### src/hdl/mss_pkg.sv
`default_nettype none

package mss_pkg;

  localparam int unsigned ValueW    = 16;
  localparam int unsigned SumFieldW = 25;
  localparam int unsigned IdxFieldW = 10;

  localparam logic [SumFieldW-1:0] SumFieldMax = {SumFieldW{1'b1}};

  typedef struct packed {
    logic                 overflow;
    logic [IdxFieldW-1:0] last_index;
    logic [IdxFieldW-1:0] first_index;
    logic [SumFieldW-1:0] best_sum;
    logic                 found;
  } result_t;

endpackage

`default_nettype wire

### src/hdl/max_subarray_shortest.sv
// Channel   Dir  Signals                           Content
// s_axis    in   tvalid tready tdata[15:0] tlast   one element, tlast on the final one
// m_axis    out  tvalid tready tdata[47:0] tuser   one result for each array
//
// A new request is accepted in every cycle unless a stalled result holds the input stage.
// An element passes the input register, then one add and compare updates the scan state.
// An array's result is loaded into the output register when its final element leaves the input register.
// Reset clears the scan state and both valid flags.
// A stalled result holds the input stage only when an array's final element waits behind it.
`default_nettype none

module max_subarray_shortest import mss_pkg::*; #(
  parameter int unsigned MAX_LEN    = 1024,
  parameter int unsigned VALUE_BITS = 16
) (
  input  wire logic        clk_i,
  input  wire logic        rst_ni,
  input  wire logic        s_axis_tvalid_i,
  output logic             s_axis_tready_o,
  input  wire logic [15:0] s_axis_tdata_i,   // value[15:0]
  input  wire logic        s_axis_tlast_i,
  output logic             m_axis_tvalid_o,
  input  wire logic        m_axis_tready_i,
  output logic [47:0]      m_axis_tdata_o,   // best_sum[24:0], first_index[34:25],
                                             // last_index[44:35], zero fill[47:45]
  output logic [1:0]       m_axis_tuser_o    // found[0], overflow[1]
);

  logic              in_vld;
  logic [ValueW-1:0] in_value;
  logic              in_last;
  logic              adv;
  result_t           scan_res;
  result_t           out_res;

  mss_in_reg u_in (
    .clk_i   (clk_i),
    .rst_ni  (rst_ni),
    .valid_i (s_axis_tvalid_i),
    .ready_o (s_axis_tready_o),
    .value_i (s_axis_tdata_i),
    .last_i  (s_axis_tlast_i),
    .adv_i   (adv),
    .valid_o (in_vld),
    .value_o (in_value),
    .last_o  (in_last)
  );

  assign adv = in_vld && (!in_last || !m_axis_tvalid_o || m_axis_tready_i);

  mss_scan #(
    .MAX_LEN    (MAX_LEN),
    .VALUE_BITS (VALUE_BITS)
  ) u_scan (
    .clk_i    (clk_i),
    .rst_ni   (rst_ni),
    .adv_i    (adv),
    .value_i  (in_value),
    .last_i   (in_last),
    .result_o (scan_res)
  );

  mss_out_reg u_out (
    .clk_i    (clk_i),
    .rst_ni   (rst_ni),
    .load_i   (adv && in_last),
    .result_i (scan_res),
    .ready_i  (m_axis_tready_i),
    .valid_o  (m_axis_tvalid_o),
    .result_o (out_res)
  );

  assign m_axis_tdata_o = {3'b000, out_res.last_index, out_res.first_index, out_res.best_sum};
  assign m_axis_tuser_o = {out_res.overflow, out_res.found};

  a_empty_is_zero: assert property (@(posedge clk_i) disable iff (!rst_ni)
    m_axis_tvalid_o && !out_res.found |-> (m_axis_tdata_o == '0))
    else $error("Empty result carries a nonzero sum or index.");

endmodule

`default_nettype wire

### src/hdl/mss_in_reg.sv
`default_nettype none

module mss_in_reg import mss_pkg::*; (
  input  wire logic              clk_i,
  input  wire logic              rst_ni,
  input  wire logic              valid_i,
  output logic                   ready_o,
  input  wire logic [ValueW-1:0] value_i,
  input  wire logic              last_i,
  input  wire logic              adv_i,
  output logic                   valid_o,
  output logic [ValueW-1:0]      value_o,
  output logic                   last_o
);

  logic              vld_q, vld_d;
  logic [ValueW-1:0] value_q;
  logic              last_q;
  logic              load;

  assign ready_o = !vld_q || adv_i;
  assign load    = valid_i && ready_o;

  always_comb begin
    vld_d = vld_q;
    if (load) begin
      vld_d = 1'b1;
    end else if (adv_i) begin
      vld_d = 1'b0;
    end
  end

  always_ff @(posedge clk_i or negedge rst_ni) begin
    if (!rst_ni) begin
      vld_q <= 1'b0;
    end else begin
      vld_q <= vld_d;
    end
  end

  always_ff @(posedge clk_i) begin
    if (load) begin
      value_q <= value_i;
      last_q  <= last_i;
    end
  end

  assign valid_o = vld_q;
  assign value_o = value_q;
  assign last_o  = last_q;

endmodule

`default_nettype wire

### src/hdl/mss_scan.sv
`default_nettype none

module mss_scan import mss_pkg::*; #(
  parameter int unsigned MAX_LEN    = 1024,
  parameter int unsigned VALUE_BITS = 16
) (
  input  wire logic              clk_i,
  input  wire logic              rst_ni,
  input  wire logic              adv_i,
  input  wire logic [ValueW-1:0] value_i,
  input  wire logic              last_i,
  output result_t                result_o
);

  localparam int unsigned IdxW    = $clog2(MAX_LEN);
  localparam int unsigned PosW    = $clog2(MAX_LEN + 1);
  localparam int unsigned SumW    = VALUE_BITS + $clog2(MAX_LEN) + 1;
  localparam int unsigned RawW    = (VALUE_BITS > ValueW) ? VALUE_BITS : ValueW;
  localparam int unsigned ExtW    = (SumW > SumFieldW + 1) ? SumW : SumFieldW + 1;
  localparam int unsigned IdxExtW = (IdxW > IdxFieldW) ? IdxW : IdxFieldW;

  logic signed [SumW-1:0] run_sum_q, run_sum_d;
  logic [IdxW-1:0]        start_q, start_d;
  logic [PosW-1:0]        pos_q, pos_d;
  logic signed [SumW-1:0] best_q, best_d;
  logic [IdxW-1:0]        bfirst_q, bfirst_d;
  logic [IdxW-1:0]        blast_q, blast_d;
  logic                   ovf_q, ovf_d;

  logic [RawW-1:0]           raw_ext;
  logic signed [VALUE_BITS-1:0] raw;
  logic signed [SumW-1:0]    v;
  logic                      restart;
  logic [IdxW-1:0]           pos_idx;
  logic [IdxW-1:0]           cur_len;
  logic [IdxW-1:0]           best_len;
  logic [ExtW-1:0]           best_ext;
  logic [IdxExtW-1:0]        first_ext;
  logic [IdxExtW-1:0]        last_ext;

  assign raw_ext = RawW'(value_i);
  assign raw     = raw_ext[VALUE_BITS-1:0];
  assign v       = SumW'(raw);
  assign pos_idx = pos_q[IdxW-1:0];

  always_comb begin
    run_sum_d = run_sum_q;
    start_d   = start_q;
    pos_d     = pos_q;
    best_d    = best_q;
    bfirst_d  = bfirst_q;
    blast_d   = blast_q;
    ovf_d     = ovf_q;
    restart   = (pos_q == '0) || (run_sum_q <= 0);
    cur_len   = '0;
    best_len  = blast_q - bfirst_q;
    if (pos_q >= PosW'(MAX_LEN)) begin
      ovf_d = 1'b1;
    end else begin
      if (restart) begin
        run_sum_d = v;
        start_d   = pos_idx;
      end else begin
        run_sum_d = run_sum_q + v;
      end
      cur_len = pos_idx - start_d;
      if (run_sum_d > best_q) begin
        best_d   = run_sum_d;
        bfirst_d = start_d;
        blast_d  = pos_idx;
      end else if ((run_sum_d == best_q) && (run_sum_d > 0) && (cur_len < best_len)) begin
        bfirst_d = start_d;
        blast_d  = pos_idx;
      end
      pos_d = pos_q + 1'b1;
    end
  end

  assign best_ext  = ExtW'(best_d);
  assign first_ext = IdxExtW'(bfirst_d);
  assign last_ext  = IdxExtW'(blast_d);

  always_comb begin
    result_o = '0;
    result_o.overflow = ovf_d;
    if (best_d > 0) begin
      result_o.found       = 1'b1;
      result_o.best_sum    = (best_ext > ExtW'(SumFieldMax)) ? SumFieldMax
                                                            : best_ext[SumFieldW-1:0];
      result_o.first_index = first_ext[IdxFieldW-1:0];
      result_o.last_index  = last_ext[IdxFieldW-1:0];
    end
  end

  always_ff @(posedge clk_i or negedge rst_ni) begin
    if (!rst_ni) begin
      run_sum_q <= '0;
      start_q   <= '0;
      pos_q     <= '0;
      best_q    <= '0;
      bfirst_q  <= '0;
      blast_q   <= '0;
      ovf_q     <= 1'b0;
    end else if (adv_i) begin
      if (last_i) begin
        run_sum_q <= '0;
        start_q   <= '0;
        pos_q     <= '0;
        best_q    <= '0;
        bfirst_q  <= '0;
        blast_q   <= '0;
        ovf_q     <= 1'b0;
      end else begin
        run_sum_q <= run_sum_d;
        start_q   <= start_d;
        pos_q     <= pos_d;
        best_q    <= best_d;
        bfirst_q  <= bfirst_d;
        blast_q   <= blast_d;
        ovf_q     <= ovf_d;
      end
    end
  end

  a_pos_bound: assert property (@(posedge clk_i) disable iff (!rst_ni)
    pos_q <= PosW'(MAX_LEN))
    else $error("Position counter passed the array limit.");

  a_best_nonneg: assert property (@(posedge clk_i) disable iff (!rst_ni)
    best_q >= 0)
    else $error("Best sum went negative.");

  a_clear_on_last: assert property (@(posedge clk_i) disable iff (!rst_ni)
    adv_i && last_i |=> (pos_q == '0) && (best_q == 0) && !ovf_q)
    else $error("Scan state did not clear after the final element.");

endmodule

`default_nettype wire

### src/hdl/mss_out_reg.sv
`default_nettype none

module mss_out_reg import mss_pkg::*; (
  input  wire logic    clk_i,
  input  wire logic    rst_ni,
  input  wire logic    load_i,
  input  wire result_t result_i,
  input  wire logic    ready_i,
  output logic         valid_o,
  output result_t      result_o
);

  logic    vld_q, vld_d;
  result_t res_q;

  always_comb begin
    vld_d = vld_q;
    if (load_i) begin
      vld_d = 1'b1;
    end else if (ready_i) begin
      vld_d = 1'b0;
    end
  end

  always_ff @(posedge clk_i or negedge rst_ni) begin
    if (!rst_ni) begin
      vld_q <= 1'b0;
    end else begin
      vld_q <= vld_d;
    end
  end

  always_ff @(posedge clk_i) begin
    if (load_i) begin
      res_q <= result_i;
    end
  end

  assign valid_o  = vld_q;
  assign result_o = res_q;

endmodule

`default_nettype wire

### config.mk
export PLATFORM = sky130hd
export DESIGN_NAME = max_subarray_shortest
export DESIGN_NICKNAME = d
export VERILOG_FILES = /design/src/hdl/mss_pkg.sv /design/src/hdl/max_subarray_shortest.sv /design/src/hdl/mss_in_reg.sv /design/src/hdl/mss_scan.sv /design/src/hdl/mss_out_reg.sv
export SDC_FILE = /design/constraint.sdc
export NUM_CORES = 1
export LEC_CHECK = 0
export ABC_CLOCK_PERIOD_IN_PS = 5750
export BUFFER_PORTS_ARGS = -buffer_cell sky130_fd_sc_hd__buf_2
export CAP_MARGIN = 5
export CORE_MARGIN = 2
export CORE_UTILIZATION = 30
export DETAILED_ROUTE_END_ITERATION = 7
export GPL_TIMING_DRIVEN = 0
export SLEW_MARGIN = 20
export SYNTH_ARGS = -nofsm -noshare
export SYNTH_HDL_FRONTEND = slang
export SYNTH_SLANG_ARGS = --single-unit
### constraint.sdc
create_clock -name clk_i -period 5.75 [get_ports clk_i]
set_input_delay 0.2875 -clock clk_i [delete_from_list [all_inputs] [get_ports clk_i]]
set_output_delay 0.2875 -clock clk_i [all_outputs]
set_load 0.02 [all_outputs]
# Word-level counts from Yosys, hierarchy flattened
# Cells that the tools add are included.
[word_totals]
ram_bits = 0
output_inout_bits = 52
latch_bits = 0
register_bits = 162
inputBits = 21
elab_cells = 74
mem_bits_ro = 0
n_memories = 0
[op_classes]
shift = 0
reduce_logical = 16
n_bitwise = 0
eq_ne = 2
n_lt_le_gt_ge = 7
add_sub_neg = 4
muxes = 29
n_mul = 0
div_mod_pow = 0
[ops]
columns = ["operator", "count"]
rows = [
  ["$mux 27", 7],
  ["$mux 10", 12],
  ["$gt 27x1->1 const B", 2],
  ["$add 27x16->27", 1],
  ["$eq 27x27->1", 1],
  ["$gt 27x25->1 const B", 1],
  ["$gt 27x27->1", 1],
  ["$le 27x1->1 const B", 1],
  ["$mux 25", 1],
  ["$mux 11", 2],
  ["$sub 10x10->10", 2],
  ["$add 11x1->11 const B", 1],
  ["$ge 11x11->1 const B", 1],
  ["$logic_not 11->1", 1],
  ["$lt 10x10->1", 1],
  ["$mux 1", 7],
  ["$logic_and 1x1->1", 5],
  ["$logic_or 1x1->1", 4],
  ["$reduce_bool 2->1", 2],
  ["$logic_not 1->1", 3],
  ["$ne 2x2->1 const B", 1],
  ["$reduce_and 2->1", 1],
]

# Longest topological paths before layout
# Gate-level depths: netlist of run 1.
[depth]
depth_word = 11
ltp_mapped = 30
mapped_depth_nobuf = 26

# Modules after synthesis
# A second synthesis of run 1 with hierarchy kept.
[hier_totals]
hier_cells = 1146
hier_area_um2 = 10566.4
[by_module_without_submodules]
columns = ["mod", "area_per_inst_um2", "n_inst", "cells_each"]
rows = [
  ["mss_scan", 8495.6, 1, 1067],
  ["mss_out_reg", 1447.6, 1, 50],
  ["mss_in_reg", 564.3, 1, 21],
  ["max_subarray_shortest", 58.8, 1, 8],
]

# Least setup slack after synthesis of run 1
# Ideal clock, no wire load.
[synth_timing]
path_kind = "flip-flop to flip-flop"
from = "register u_scan.pos_q[1]"
to = "register u_out.res_q (netlist bit u_out.result_o[38]) (data pin)"
n_path_buf = 5
t_arrival_ps = 5526
slack_ps = -31
path_stages_with_launch = 31
cell_sequence = "dfrtp_1 inv_1 ha_1 nor4b_4 a31oi_1 o21a_1 buf_6 buf_6 clkbuf_1 clkbuf_1 a21oi_1 inv_1 ha_1 inv_1 fa_1 nand2_1 nand2_1 a21oi_1 o21ai_0 a21oi_1 o21bai_1 a21oi_1 xnor2_1 ha_1 a2111oi_0 o21ai_0 o21ba_2 a31oi_2 buf_2 mux2i_1 nor2_2"
[synth_between]
elab_chain_cells = 10
elab_cells_between_ends = 20
cone_classes = "add/sub (1); order compare (5); eq/ne (1); mux (9); reduce/logical (4)"
[synth_lines]
columns = ["element", "line", "rtl"]
rows = [
  ["start: declaration", "mss_scan.sv:24", "logic [PosW-1:0] pos_q, pos_d;"],
  ["start signal: assignment", "mss_scan.sv:116", "pos_q <= pos_d;"],
  ["parallel branches: the longest is 10 deep, another holds $gt 27x27->1", "-", ""],
  ["end signal: assignment", "mss_out_reg.sv:35", "res_q <= result_i;"],
  ["end: declaration", "mss_out_reg.sv:14", "result_t res_q;"],
]
# Several ways; the timed one is not identified. The select of a mux whose other input is x is not followed.
# A chain may end at the register's enable or synchronous reset.

# Worst setup path after layout of run 1
[layout_timing]
from = "register u_scan.pos_q[0]"
to = "register u_out.res_q (netlist bit u_out.result_o[44]) (data pin)"
# Same word-level chain as after synthesis.

==> flow_metrics.tcl, run 1 <==
set metrics [dict create \
    status "complete, no violations" \
    cts_buffers 17 \
    min_from "s_axis_tlast_i" \
    grt_pass1_vias 8513 \
    critPathLaunchType "flop" \
    synth_cell_types 79 \
    totalPowerFinal_mw 9.32 \
    hold_violations 0 \
    initial_core_util 0.304 \
    async_flop_share 0.605 \
    slowest_stage "dfrtp_2" \
    cts_tree "done" \
    timing.rr.end "u_out.result_o[44]" \
    r2r-start "u_scan.pos_q[0]" \
    drive_gt1_frac 0.285 \
    fmaxAchievable_mhz 175 \
    hpwl_um 22800 \
    end_kind "flop" \
    final_nets 1338 \
    whs_endpoint "u_in.last_o" \
    drc_errors 0 \
    yosysWarnings 0 \
    utilization 0.391 \
    clk_pin_slew_worst_paths_ps 70 \
    preCtsSetupSlack_ps -1910 \
    vias 9084 \
    die_width_um 191 \
    reg2reg_depth 33 \
    fin_hold_ws_ps 11.6 \
    cts_buffer_depth 2 \
    gp_congestion 0.918 \
    maxSlewViolCount 0 \
    crit_type "flop to flop" \
    clkLatencyLatePin_ps 450 \
    hold_depth 1 \
    synth-seq-area-share 0.418 \
    place_inst 1605 \
    post_dp_cell_area_mm2 0.0115 \
    antenna_found_initial 0 \
    crit_fanout 10 \
    syn_inst 1076 \
    cts_root_buf "clkbuf_16" \
    cpLargestDelayFamily "compound AO/OA/AOI/OAI gates" \
    routed_via_density 5.34 \
    grt_use_total 0.176 \
    io_pins 73 \
    arrival_ps 5910 \
    crit_top_cell "buf_12" \
    powerDensity_mw_per_mm2 691 \
    first_pass_iters 5 \
    post-route-min-period_ps 5710 \
    dieArea_mm2 0.0364 \
    syn_area_per_cell_um2 9.73 \
    layout_commonest_cell "nand2_1" \
    synth_edf_count 64 \
    crit_buf_inv 12 \
    synthToLayoutAreaGrowth_pct 28.8 \
    cp_slowest_stage_delay_ps 440 \
    synth_flop_cell "dfrtp_1" \
    fin_setup_tns_ps 0 \
    final_cell_mix "98 x nand2_1, 95 x dfrtp_1, 72 x a21oi_1, 72 x ha_1, 70 x buf_2" \
    max-slew-margin-rel 0.311 \
    yosys_register_bits 162 \
    cap_viol_max_count 0 \
    fp.coreArea_mm2 0.0345 \
    setup_viol 0 \
    wl_per_cell_um 19.2 \
    layoutNonFillerInstCount 1700 \
    critPathRequiredTime_ps 5950 \
    grt_pass1_wl_um 49100 \
    setup_ws_ps 37.6 \
    clkSinkCount 162 \
    tightestPinTransition_ps 1030 \
    routed_wl_um 32700 \
    min_period_over_period 0.993 \
    h-tree-depth 4 \
    drt_iter0_drc 714 \
    antennaDiodeCount 0 \
    fin_worst_skew_ps 12.2 \
    grt-ovfl-total 0 \
    grt_max_degree 54 \
    hp-class "input port to flop" \
    syn-cell-area_mm2 0.0105 \
    antenna_left 0 \
    design_area_mm2 0.0135 \
    rows 68 \
    leakagePower_nw 5.53 \
    chipHeight_um 191 \
    portBuffers 69 \
    rrSetupSlack_ps 40 \
    vdd_ir_drop_max_mv 0.537 \
]
## worst max-delay path by stage
stage                         start                  to  depth (start not counted)
floorplan           u_scan.pos_q[1]  u_out.result_o[38]                         30
global placement    u_scan.pos_q[1]  u_out.result_o[44]                         30
detailed placement  u_scan.pos_q[1]  u_out.result_o[44]                         30
CTS                 u_scan.pos_q[0]  u_out.result_o[45]                         31
global route        u_scan.pos_q[0]  u_out.result_o[44]                         33
finish              u_scan.pos_q[0]  u_out.result_o[44]                         33
## synth_stat cells, drive strengths merged (9+ instances only)
cell / count / area (µm²)
nor4: 15 / 128
nor2: 83 / 339
a31oi: 9 / 68.8
a21o: 14 / 105
and3: 10 / 65.1
edfxtp: 64 / 1920
a21oi: 114 / 661
clkbuf: 34 / 148
a22o: 35 / 309
ha: 82 / 1030
a211oi: 13 / 128
xnor2: 16 / 140
nand3: 21 / 105
nand2: 101 / 382
buf: 20 / 186
xor2: 23 / 201
inv: 73 / 274
o21a: 9 / 67.6
o21ai: 82 / 414
nand4: 16 / 100
o22ai: 9 / 56.3
dfrtp: 98 / 2450
mux2i: 20 / 200
## cells by family after synthesis
logic type	Yosys count	share of synthesized area
AOI/OAI and AO/OA	341	0.223
muxes	22	0.0213
DFF	162	0.418
buffers and inverters	127	0.0581
xor gates and xnor gates	39	0.0326
adders and majority gates	85	0.104
other	1	0.000358
and+or+nand+nor	299	0.143
## layout make-up
| cell class | instances | area, µm² |
|---|---|---|
| clock buffers | 17 | 425 |
| multi-input cells | 790 | 6160 |
| fillers | 3311 | 21000 |
| repair buffers | 139 | 1050 |
| plain buffers | 49 | 449 |
| flip-flops and latches | 162 | 4380 |
| well taps | 455 | 569 |
| inverters | 73 | 279 |
| clock inverters | 15 | 171 |
## worst register-to-register path: cells and delay by family (launching register included)
family	cells	cell delay (ps)
xor+xnor	1	220
fa+ha+maj	3	610
buf+inv	12	1460
mux	1	260
compound gates	14	2190
simple gates	2	290
flops	1	440
## sequential cells by signal, summed over array words and instances (netlist names), 10 cells and up
signal / flops
u_out.result_o: 47
u_scan.bfirst_q: 10
u_scan.best_q: 27
u_scan.start_q: 10
u_scan.pos_q: 11
u_scan.run_sum_q: 27
u_in.value_o: 16
u_scan.blast_q: 10
## repair_timing
| action | CTS | global route |
|---|---|---|
| gates resized for setup | 75 | 114 |
| hold buffers | 2 | 0 |
| hold endpoints to repair | 46 | 0 |
| cloned | 0 | 4 |
| buffers inserted | 18 | 44 |
| pin swaps | 12 | 38 |
| setup endpoints to repair | 91 | 88 |
## power breakdown
group / internal [mW] / switching (mW) / leakage [nW]
sequential: 1.60 / 0.191 / 1.94
clock: 0.655 / 0.556 / 0.294
combinational: 2.74 / 3.58 / 3.30
## per-layer routing
layer,vias to the layer above,track usage,wire (µm)
li1,4266,-,-
met1,4452,0.247,15100
met2,321,0.277,15000
met3,45,0.0289,1990
met4,0,0.0516,686
met5,-,0,0
(Power assumes the default switching activity.)
==> run 2, diff against run 1 <==
--- a/config.mk
+++ b/config.mk
@@ -6,12 +6,13 @@
 export NUM_CORES = 1
 export LEC_CHECK = 0
 export ABC_CLOCK_PERIOD_IN_PS = 5750
-export BUFFER_PORTS_ARGS = -buffer_cell sky130_fd_sc_hd__buf_2
+export BUFFER_PORTS_ARGS = -buffer_cell sky130_fd_sc_hd__buf_4
 export CAP_MARGIN = 5
 export CORE_MARGIN = 2
-export CORE_UTILIZATION = 30
+export CORE_UTILIZATION = 54
 export DETAILED_ROUTE_END_ITERATION = 7
 export GPL_TIMING_DRIVEN = 0
+export PLACE_DENSITY = 0.75
 export SLEW_MARGIN = 20
 export SYNTH_ARGS = -nofsm -noshare
 export SYNTH_HDL_FRONTEND = slang
==> run 2 against run 1 <==
Effect of this change: the flow now finishes with violations (negative hold slack, negative setup slack); via count up 1.6%; sequential share of layout area up 0.76 points; final area down 2.3%; sequential power about the same; routed wire length down 6.2%; critical endpoint is now u_out.result_o[14]; highest routed layer unchanged.
==> flow_metrics.tcl, run 2 (synthesis results as in run 1) <==
set metrics [dict create \
    clk_pin_slew_worst_paths_ps 70 \
    fp.coreArea_mm2 0.0189 \
    final_cell_mix "114 x buf_4, 97 x dfrtp_1, 96 x nand2_1, 77 x a21oi_1, 70 x ha_1" \
    chipHeight_um 143 \
    max-slew-margin-rel 0.356 \
    postCtsHoldBufs 0 \
    min_period_over_period 1.00 \
    cap_viol_max_count 0 \
    tightestPinTransition_ps 967 \
    utilization 0.697 \
    wl_per_cell_um 20.6 \
    grt_max_degree 99 \
    hold_violations 11 \
    cts_buffer_depth 2 \
    critPathLaunchType "flop" \
    antennaDiodeCount 0 \
    status "finished, violations left" \
    powerDensity_mw_per_mm2 684 \
    final_nets 1319 \
    cts_root_buf "clkbuf_16" \
    maxSlewViolCount 0 \
    antenna_left 0 \
    critPathRequiredTime_ps 5930 \
    synthToLayoutAreaGrowth_pct 25.7 \
    end_kind "flop" \
    preCtsSetupSlack_ps -1760 \
    layout_commonest_cell "buf_4" \
    leakagePower_nw 5.46 \
    grt_pass1_wl_um 45600 \
    first_pass_iters 8 \
    fin_setup_tns_ps -6.96 \
    largest_reg_flops 47 \
    cts_tree "done" \
    drive_gt1_frac 0.276 \
    vdd_ir_drop_max_mv 0.432 \
    timing.rr.end "u_out.result_o[14]" \
    initial_core_util 0.554 \
    fmaxAchievable_mhz 174 \
    portBuffers 69 \
    clkSinkCount 162 \
    post-route-min-period_ps 5750 \
    hp-class "input port to asynchronous set/reset pin" \
    setup_viol 3 \
    r2r-start "u_scan.run_sum_q[0]" \
    io_pins 73 \
    grt-ovfl-total 0 \
    vias 9229 \
    routed_wl_um 30700 \
    gp_congestion 0.966 \
    dieArea_mm2 0.0205 \
    hpwl_um 20700 \
    fin_hold_ws_ps -47.1 \
    rows 50 \
    setup_ws_ps -3.37 \
    drc_errors 0 \
    cts_buffers 17 \
    clkLatencyLatePin_ps 440 \
    fin_worst_skew_ps 8.65 \
    grt_pass1_vias 8438 \
    routed_via_density 6.21 \
    reg2reg_depth 25 \
    rrSetupSlack_ps -3 \
    h-tree-depth 4 \
    crit_type "flop to flop" \
    arrival_ps 5930 \
    drt_iter0_drc 967 \
    die_width_um 143 \
    violations "negative hold slack, negative setup slack" \
    grt_use_total 0.290 \
    antenna_found_initial 0 \
    crit_fanout 8 \
]
-- run 2: cell types whose count changed in the layout (fill, tap and decap cells not counted), sizes merged --
cell,before,now
buf,157,139
clkbuf,46,49
clkinvlp,0,3
inv,81,78
dlygate4sd3,2,0
clkinv,5,4
nand2,102,101
-- run 2: per-layer routing --
metal / wire (µm) / vias to the layer above / global-route usage
li1: - / 4215 / -
met1: 13600 / 4460 / 0.432
met2: 13600 / 488 / 0.422
met3: 2650 / 66 / 0.0573
met4: 775 / 0 / 0.0970
met5: 0 / - / 0
-- run 2: worst max path at each step --
stage / slack, ps / to / from / cells after the start
floorplan: 100 / u_out.result_o[38] / u_scan.pos_q[1] / 30
detailed placement: -1760 / u_out.result_o[30] / u_scan.pos_q[1] / 30
global route: -130 / u_out.result_o[14] / u_in.value_o[6] / 23
CTS: 6 / u_out.result_o[35] / u_scan.pos_q[0] / 31
global placement: -1640 / u_out.result_o[29] / u_scan.pos_q[1] / 29
finish: -3 / u_out.result_o[14] / u_scan.run_sum_q[0] / 25
-- run 2: worst max-delay path, cell delays in order (launching register included) --
cell	delay (ps)
dfrtp_1	440
ha_2	220
fa_2	390
a211oi_2	290
o211ai_1	190
o2111ai_2	190
nand2_2	150
a21boi_2	200
xnor2_1	130
a21oi_2	280
inv_1	80
ha_1	310
nand4_1	200
nor4_4	360
a31oi_2	190
and2_1	230
o31ai_4	100
nand2_8	120
buf_4	160
nor3_1	140
a21o_1	180
nand3_2	120
o41ai_4	320
buf_6	240
clkbuf_16	190
a21oi_2	30
-- run 2: final cells by class --
cell class	count	area, µm²
plain buffers	50	472
clock buffers	18	429
clock inverters	14	153
fillers	1414	5730
inverters	73	277
multi-input cells	789	6100
flip-flops and latches	162	4380
well taps	260	325
repair buffers	120	1030
-- run 2: per-stage QoR --
step           power [mW]  std cells  area [µm²]  hold slack, ps
4_1_cts              8.00       1452       12400            13.6
2_1_floorplan        5.05       1078       10500           -8.09
5_1_grt              9.50       1486       13200            8.44
3_3_place_gp         6.24       1407       11300             462
6_report             9.01       1486       13200           -47.1
3_5_place_dp         6.31       1409       11400             467
-- run 2: timing repair --
item	4_1_cts	5_1_grt
pin swaps	11	39
cloned	0	5
buffers inserted	13	31
resized for setup	82	92
endpoints found under the setup margin	90	83
-- run 2: where the power goes --
part           total [mW]  switching [mW]  internal [mW]
logic                6.06            3.44           2.62
registers            1.80           0.201           1.60
clock network        1.15           0.501          0.646
==> run 3, diff against run 2 <==
--- a/config.mk
+++ b/config.mk
@@ -16,4 +16,5 @@
 export SLEW_MARGIN = 20
 export SYNTH_ARGS = -nofsm -noshare
 export SYNTH_HDL_FRONTEND = slang
+export SYNTH_HIERARCHICAL = 1
 export SYNTH_SLANG_ARGS = --single-unit
==> run 3 against run 2 <==
Effect of this change: clock skew increased by 0.64 ps; flip-flop and latch count stayed put; combinational power is 13% lower; final area is 1.7% higher; final cell count up 6.3%; synthesized cell count increased by 6.5%; register-to-register slack lost 40 ps; global-route usage up 0.46 points; clock power hardly changed; critical path depth is 6 higher; via count grew 7.5%; largest power group unchanged; the run ends with negative setup slack left; synthesized area rose by 0.92%.
==> flow_metrics.tcl, run 3 <==
set metrics [dict create \
    fp.coreArea_mm2 0.0193 \
    largest_reg_flops 47 \
    min_period_over_period 1.01 \
    hold_violations 0 \
    dieArea_mm2 0.0207 \
    end_kind "flop" \
    critPathLaunchType "flop" \
    cap_viol_max_count 0 \
    syn-cell-area_mm2 0.0106 \
    hpwl_um 21500 \
    vdd_ir_drop_max_mv 0.360 \
    grt_max_degree 99 \
    layoutNonFillerInstCount 1579 \
    setup_viol 9 \
    crit_top_cell "a21oi_2" \
    leakagePower_nw 5.65 \
    yosys_register_bits 162 \
    gp_congestion 0.927 \
    slowest_stage "dfrtp_1" \
    drive_gt1_frac 0.258 \
    powerDensity_mw_per_mm2 616 \
    fin_setup_tns_ps -238 \
    arrival_ps 5970 \
    initial_core_util 0.546 \
    final_cell_mix "141 x buf_4, 126 x nand2_1, 93 x dfrtp_1, 91 x a21oi_1, 73 x inv_1" \
    yosysWarnings 6 \
    synthSimpleGateAreaFrac 0.148 \
    synth_fa_ha_area_frac 0.103 \
    max-slew-margin-rel 0.362 \
    cpLargestDelayFamily "compound AO/OA/AOI/OAI gates" \
    grt_use_total 0.294 \
    synth_cell_types 77 \
    synth_compound_area_frac 0.228 \
    routed_wl_um 31900 \
    synth.top_cell.area_share 0.232 \
    final_nets 1407 \
    synth_top_family_by_area "compound AO/OA/AOI/OAI gates" \
    synthToLayoutAreaGrowth_pct 26.7 \
    vias 9923 \
    synth-seq-area-share 0.414 \
    chipHeight_um 144 \
    yosys.cell_count.top_type "nand2_1" \
    cts_buffers 17 \
    antenna_left 0 \
    clk_pin_slew_worst_paths_ps 70 \
    crit_type "flop to flop" \
    synth_flop_cell "dfrtp_1" \
    tightestPinTransition_ps 957 \
    violations "negative setup slack" \
    drc_errors 0 \
    synth_xor_xnor_area_share 0.0307 \
    synth_top_area_cell "dfrtp_1" \
    syn_area_per_cell_um2 9.22 \
    first_pass_iters 6 \
    die_width_um 144 \
    synthMuxAreaShare 0.0187 \
    rows 51 \
    clkSinkCount 162 \
    post-route-min-period_ps 5790 \
    fmaxAchievable_mhz 173 \
    synth_edf_count 64 \
    layout_commonest_cell "buf_4" \
    cp_slowest_stage_delay_ps 470 \
    grt_pass1_vias 8891 \
    synth_commonest_cells "133 x nand2_1, 112 x a21oi_1, 98 x dfrtp_1" \
    async_flop_share 0.605 \
    syn_inst 1146 \
    place_inst 1483 \
    grt-ovfl-total 0 \
    io_pins 73 \
    h-tree-depth 4 \
    wl_per_cell_um 20.2 \
    setup_ws_ps -40.8 \
    totalPowerFinal_mw 8.25 \
    fin_hold_ws_ps 24.9 \
    crit_buf_inv 7 \
    cts_root_buf "clkbuf_16" \
    antennaDiodeCount 0 \
    portBuffers 69 \
    critPathRequiredTime_ps 5920 \
    cts_buffer_depth 2 \
    rsz0062_at_grt "true" \
    maxSlewViolCount 0 \
    cts_tree "done" \
    crit_fanout 8 \
    yosys-top-cells-area "dfrtp_1 23%, edfxtp_1 18%, ha_1 9.7%, a21oi_1 5.3%, nand2_1 4.7%" \
    routed_via_density 6.28 \
    status "finished, violations left" \
    clkLatencyLatePin_ps 440 \
    fin_worst_skew_ps 9.30 \
    antenna_found_initial 0 \
    hp-class "input port to flop" \
    drt_iter0_drc 1061 \
    grt_pass1_wl_um 46900 \
]
-- run 3: path summary, 6_finish.rpt --
check / start / end / slack [ps] / cells after the start
worst max-delay path: u_scan/run_sum_q[12] / u_out/result_o[30] / -40 / 31
worst min-delay path: s_axis_tdata_i[13] / u_in/value_o[13] / 20 / 1
worst max register to register: u_scan/run_sum_q[12] / u_out/result_o[30] / -40 / 31
worst min register to register: u_scan/start_q[6] / u_scan/start_q[6] / 490 / 2
max in group asynchronous: rst_ni / u_scan/pos_q[6] / 4510 / 2
min in group asynchronous: rst_ni / u_scan/run_sum_q[20] / 500 / 2
-- run 3: per-stage QoR --
| stage | utilization | instance area, µm² | setup slack (ps) |
|---|---|---|---|
| final | 0.692 | 13400 | -40.8 |
| after global routing | 0.692 | 13400 | -244 |
| after CTS | 0.655 | 12700 | 4.47 |
| after detailed placement | 0.593 | 11500 | -1450 |
| after global placement | 0.592 | 11400 | -1370 |
| after floorplan | - | 10600 | 30.8 |
-- run 3: area by class of cell --
type	count	area [µm²]
clock buffers	19	443
repair buffers	141	1120
flip-flops and latches	162	4380
plain buffers	58	439
clock inverters	13	149
fillers	1436	5950
inverters	78	298
multi-input cells	843	6220
well taps	265	332
-- run 3: power breakdown --
part / leakage, nW / switching, mW / internal [mW] / total (mW)
clock network: 0.283 / 0.496 / 0.657 / 1.15
logic: 3.44 / 3.11 / 2.19 / 5.30
registers: 1.92 / 0.205 / 1.59 / 1.80
-- run 3: cell families after synthesis --
| logic type | after synthesis |
|---|---|
| other cells | 1 |
| mux | 19 |
| flops | 162 |
| xor+xnor | 37 |
| fa+ha+maj | 85 |
| simple gates | 329 |
| buf+inv | 143 |
| compound gates | 370 |
-- run 3: metal layers --
| metal | part of all wire | wire length [µm] | vias to the layer above | track usage |
|---|---|---|---|---|
| li1 | - | - | 4492 | - |
| met1 | 0.42 | 13500 | 4766 | 0.424 |
| met2 | 0.45 | 14400 | 555 | 0.449 |
| met3 | 0.091 | 2910 | 110 | 0.0500 |
| met4 | 0.032 | 1030 | 0 | 0.104 |
| met5 | 0 | 0 | - | 0 |
-- run 3: what timing repair did --
| item | in CTS | in global routing |
|---|---|---|
| resized for setup | 84 | 122 |
| buffers inserted | 30 | 37 |
| endpoints found under the setup margin | 90 | 81 |
| hold buffers | 1 | 0 |
| cloned | 2 | 1 |
| pin swaps | 20 | 53 |
| endpoints found under the hold margin | 1 | 0 |
